$ cat src/hdl/twr_pkg.sv
// Shared types and constants of the text-mode terminal writer.
// Used by the front, back and top-level modules; depends on nothing.
`default_nettype none

package twr_pkg;

    // Widths of the item fields and of one stored cell.
    localparam int CHAR_W     = 8;
    localparam int ATTR_W     = 8;
    localparam int CELL_W     = CHAR_W + ATTR_W;
    localparam int ROW_PORT_W = 5;
    localparam int COL_PORT_W = 7;

    // Control characters and fixed values.
    localparam logic [CHAR_W-1:0] CH_NEWLINE   = 8'h0A;
    localparam logic [CHAR_W-1:0] CH_RETURN    = 8'h0D;
    localparam logic [CHAR_W-1:0] CH_TAB       = 8'h09;
    localparam logic [CHAR_W-1:0] CH_BACKSPACE = 8'h08;
    localparam logic [CHAR_W-1:0] CH_SPACE     = 8'h20;
    localparam logic [ATTR_W-1:0] RESET_ATTR   = 8'h07;
    localparam logic [CELL_W-1:0] RESET_CELL   = {RESET_ATTR, CH_SPACE};
    localparam int                TAB_STEP     = 4;

    // Operation field codes.
    localparam logic OP_PUT  = 1'b0;
    localparam logic OP_READ = 1'b1;

    // Command kinds produced by the front end.
    localparam int                KIND_W        = 3;
    localparam logic [KIND_W-1:0] CMD_PUT       = 3'd0;
    localparam logic [KIND_W-1:0] CMD_NEWLINE   = 3'd1;
    localparam logic [KIND_W-1:0] CMD_TAB       = 3'd2;
    localparam logic [KIND_W-1:0] CMD_BACKSPACE = 3'd3;
    localparam logic [KIND_W-1:0] CMD_READ      = 3'd4;
    localparam logic [KIND_W-1:0] CMD_READ_OUT  = 3'd5;

    // Command queue between front and back.
    localparam int QDEPTH = 2;
    localparam int QPTR_W = 1;
    localparam int QCNT_W = 2;

    // Register file: byte address bits and register index.
    localparam int                     PADDR_W  = 3;
    localparam int                     REGIDX_W = PADDR_W - 2;
    localparam logic [REGIDX_W-1:0]    REG_ATTR = 1'b0;
    localparam int                     PDATA_W  = 32;

    typedef struct packed {
        logic [KIND_W-1:0]     kind;
        logic [CHAR_W-1:0]     char_code;
        logic [ROW_PORT_W-1:0] read_row;
        logic [COL_PORT_W-1:0] read_column;
    } cmd_t;

    typedef struct packed {
        logic pop;
        logic clearing;
    } eng_status_t;

endpackage

`default_nettype wire

$ cat src/hdl/twr_front.sv
// Front end: accepts items, sorts them into command kinds and queues them.
// Depends on twr_pkg for the command type and codes.
`default_nettype none

module twr_front #(
    parameter int COLUMNS = 80,
    parameter int ROWS    = 25
) (
    input  wire                                  clk,
    input  wire                                  rst_n,
    input  wire                                  start,
    output logic                                 busy,
    input  wire                                  operation,
    input  wire  [twr_pkg::CHAR_W-1:0]           char_code,
    input  wire  [twr_pkg::ROW_PORT_W-1:0]       read_row,
    input  wire  [twr_pkg::COL_PORT_W-1:0]       read_column,
    input  wire  twr_pkg::eng_status_t           status,
    output logic                                 head_valid,
    output twr_pkg::cmd_t                        head
);

    twr_pkg::cmd_t                      entry_reg [twr_pkg::QDEPTH];
    logic [twr_pkg::QPTR_W-1:0]         wr_ptr_reg, wr_ptr_next;
    logic [twr_pkg::QPTR_W-1:0]         rd_ptr_reg, rd_ptr_next;
    logic [twr_pkg::QCNT_W-1:0]         count_reg, count_next;
    twr_pkg::cmd_t                      cmd;
    logic                               push;

    // Classify the incoming item.
    always_comb
    begin
        cmd.char_code   = char_code;
        cmd.read_row    = read_row;
        cmd.read_column = read_column;
        if (operation == twr_pkg::OP_READ)
        begin
            if ((32'(read_row) < ROWS) && (32'(read_column) < COLUMNS))
            begin
                cmd.kind = twr_pkg::CMD_READ;
            end
            else
            begin
                cmd.kind = twr_pkg::CMD_READ_OUT;
            end
        end
        else
        begin
            unique case (char_code)
                twr_pkg::CH_NEWLINE,
                twr_pkg::CH_RETURN:    cmd.kind = twr_pkg::CMD_NEWLINE;
                twr_pkg::CH_TAB:       cmd.kind = twr_pkg::CMD_TAB;
                twr_pkg::CH_BACKSPACE: cmd.kind = twr_pkg::CMD_BACKSPACE;
                default:               cmd.kind = twr_pkg::CMD_PUT;
            endcase
        end
    end

    assign busy       = (count_reg == twr_pkg::QCNT_W'(twr_pkg::QDEPTH)) || status.clearing;
    assign push       = start && !busy;
    assign head_valid = (count_reg != '0);
    assign head       = entry_reg[rd_ptr_reg];

    always_comb
    begin
        wr_ptr_next = push       ? wr_ptr_reg + 1'b1 : wr_ptr_reg;
        rd_ptr_next = status.pop ? rd_ptr_reg + 1'b1 : rd_ptr_reg;
        count_next  = count_reg + twr_pkg::QCNT_W'(push) - twr_pkg::QCNT_W'(status.pop);
    end

    always_ff @(posedge clk or negedge rst_n)
    begin
        if (!rst_n)
        begin
            wr_ptr_reg <= '0;
            rd_ptr_reg <= '0;
            count_reg  <= '0;
        end
        else
        begin
            wr_ptr_reg <= wr_ptr_next;
            rd_ptr_reg <= rd_ptr_next;
            count_reg  <= count_next;
        end
    end

    always_ff @(posedge clk)
    begin
        if (push)
        begin
            entry_reg[wr_ptr_reg] <= cmd;
        end
    end

endmodule

`default_nettype wire

$ cat config.mk
export PLATFORM = sky130hd
export DESIGN_NAME = twr_front
export DESIGN_NICKNAME = d
export VERILOG_FILES = /design/src/hdl/twr_pkg.sv /design/src/hdl/twr_front.sv
export SDC_FILE = /design/constraint.sdc
export NUM_CORES = 1
export LEC_CHECK = 0
export BUFFER_PORTS_ARGS = -buffer_cell sky130_fd_sc_hd__buf_2
export CAP_MARGIN = 20
export CORE_MARGIN = 1
export CORE_UTILIZATION = 40
export CTS_CLUSTER_SIZE = 8
export DETAILED_ROUTE_END_ITERATION = 12
export MAX_ROUTING_LAYER = met4
export PLACE_DENSITY = 0.72
export SLEW_MARGIN = 0
export SYNTH_ARGS = -nofsm -noshare
export SYNTH_HDL_FRONTEND = slang
export SYNTH_SLANG_ARGS = --single-unit
$ cat constraint.sdc
create_clock -name clk -period 2 [get_ports clk]
set_input_delay 0.5 -clock clk [delete_from_list [all_inputs] [get_ports clk]]
set_output_delay 0.5 -clock clk [all_outputs]
set_load 0.1 [all_outputs]
==> run metrics <==
number of filler instances in the final layout 381; highest-count cells in the layout ignoring fill and taps edfxtp_1 (46), buf_2 (27), buf_12 (24); I/O pin total 51; 1st-pass router iterations 5; Placeable Area 0.00482 mm²; slowest stage delay, CP 0.43 ns; Critical Path AT 1.43 ns; type of element launching the critical path flop; global router's overall resource usage 13.5%; antenna violations before repair 0; vias in the first global route 1099; post-synthesis to final-layout area growth 39.9%; buffers and inverters on the worst path 2; via-per-instance ratio 4.60; DRC Markers 0; GRT Residual Overflow 0; register bit count reported by yosys 50; first-pass GRT wire length 5.09 mm; drt initial violations 40; Worst Hold Slack 0.384 ns; antenna cells 0; die area 0.00540 mm²; worst clock skew on the final layout 0.00764 ns; Buffers on Ports 50; area taken by multi-input logic gates 505 µm²; crit-path max FO 11; fraction of the yosys area taken by sequential cells 72.5%; average footprint of a synthesized cell 20.2 µm²; number of buffers created by CTS 5; Max Root-Sink Buffers 2; time the final worst path needs with I/O delays and setup 1.93 ns; endpoint type of the worst setup path output pin; placed wire-length estimate after detailed placement 2.48 mm; remaining max-slew budget at the tightest pin 68.0%; max reg flops 46; largest net degree at the start of global routing 18; Post-Layout Inst Area 0.00286 mm²; RD Place Congestion 0.642; Yosys warnings 0; Synthesized Nets 129; RSZ-0062 raised after global routing false; most common cell after layout, fill and taps aside edfxtp_1; final period utilization 96.6%; Netlist Area Pre-Place 0.00204 mm²; floorplan die width 73.5 µm; post-synthesis instance total 101; final setup slack of the worst path 0.0684 ns; slowest stage cell, crit path dfrtp_2; routed wirelength normalized by instance count 14.1 µm; cell family with most CP delay flip-flops; Most common cell on crit path buf_12; clock-pin slew on the worst setup and hold paths 0.09 ns; H-tree lvl count 2; Storage cell area 0.00148 mm²; fraction of layout instances using a drive strength above 1 57.9%; y dimension of the die 73.5 µm; Tightest Hold Check Type in2reg; worst skew pair latency 0.30 ns; maximum clock frequency 518 MHz; cell area reported after detailed placement 0.00274 mm²; Total Nets Final 191; Worst Max-Slew Pin Slew 0.483 ns; Crit Path Category reg2out; Total Wirelength 3.25 mm; Post-DRT Antenna Nets 0; final-report hold violation count 0; worst slack after detailed placement 0.239 ns; fin. max-slew vios 0; max cap viols 0; required time reported for the critical path endpoint 1.50 ns; number of clock sinks 50; Row Count 25; final setup fails 0; clock tree from TritonCTS yes; CTS Root Cell clkbuf_8; status completed; effective utilization at floorplan 42.4%; library cells used by synthesis 23; overall via count from detail_route 1063; worst-path cell chain buf_12 > mux2_2 > buf_12
==> final cells by class <==
type / instances / share of cell area, %
Tap cell: 67 / 2.93
Inverter: 4 / 0.525
Sequential cell: 50 / 51.8
Clock inverter: 2 / 0.569
Multi-Input combinational cell: 44 / 17.7
Clock buffer: 6 / 2.89
Timing Repair Buffer: 58 / 23.6
==> synthesized netlist by cell type <==
library cell | instances | share of area (%)
nor2_1 | 3 | 0.55
nor4_1 | 1 | 0.31
nor2b_1 | 1 | 0.31
a21oi_1 | 1 | 0.24
dfrtp_1 | 4 | 4.9
nor3_1 | 1 | 0.24
inv_1 | 4 | 0.73
buf_6 | 1 | 0.55
mux2_4 | 19 | 14
o211ai_2 | 1 | 0.61
mux2_2 | 4 | 2.2
o211ai_1 | 1 | 0.37
or2_2 | 1 | 0.31
o21ai_0 | 1 | 0.24
nand3b_1 | 1 | 0.37
buf_12 | 2 | 2.0
ha_1 | 2 | 1.2
xor2_1 | 1 | 0.43
xnor2_1 | 3 | 1.3
nand4_1 | 1 | 0.31
o211ai_4 | 1 | 1.0
edfxtp_1 | 46 | 68
or3_1 | 1 | 0.31
==> layer usage <==
metal  track usage [%]  part of all wire, %  vias up
met5                 -                    0        -
met4              7.05                  1.7        0
met3              3.70                  6.1        5
met2              22.9                   54       36
met1              14.2                   38      515
li1                  -                    -      507
==> repair_timing <==
| action | CTS | global route |
|---|---|---|
| endpoints found under the setup margin | 20 | 0 |
| hold buffers | 1 | 0 |
| gates resized for setup | 2 | 0 |
| buffers inserted | 1 | 0 |
| endpoints found under the hold margin | 4 | 0 |
==> through the flow <==
stage                     TNS [ns]  util, %  std cells
after floorplan              -5.15        -        101
after global placement           0     56.9        221
after detailed placement         0     56.9        221
after CTS                        0     59.4        231
after global routing             0     59.4        231
final                            0     59.4        231
==> final timing paths <==
kind / startpoint / end / slack [ns] / cells past startpoint
max in group asynchronous: rst_n / rd_ptr_reg / 1.34 / 2
max reg2reg: count_reg[1] / count_reg[1] / 0.43 / 7
max: rd_ptr_reg / head[22] / 0.07 / 3
min reg2reg: wr_ptr_reg / wr_ptr_reg / 0.52 / 1
min: read_column[1] / entry_reg[0][1] / 0.38 / 1
min in group asynchronous: rst_n / rd_ptr_reg / 0.52 / 2
==> cell families after synthesis <==
logic type | synth area share (%)
XOR/XNOR | 1.71
AO/OA/AOI/OAI | 2.51
AND/OR/NAND/NOR | 2.69
adder cells (fa/ha/maj) | 1.22
flip-flops | 72.5
buffers and inverters | 3.24
multiplexers | 16.2
Power is left out: the tool's default activity adds up to more than one toggle a clock period on the data nets, which glitch-free logic cannot reach.
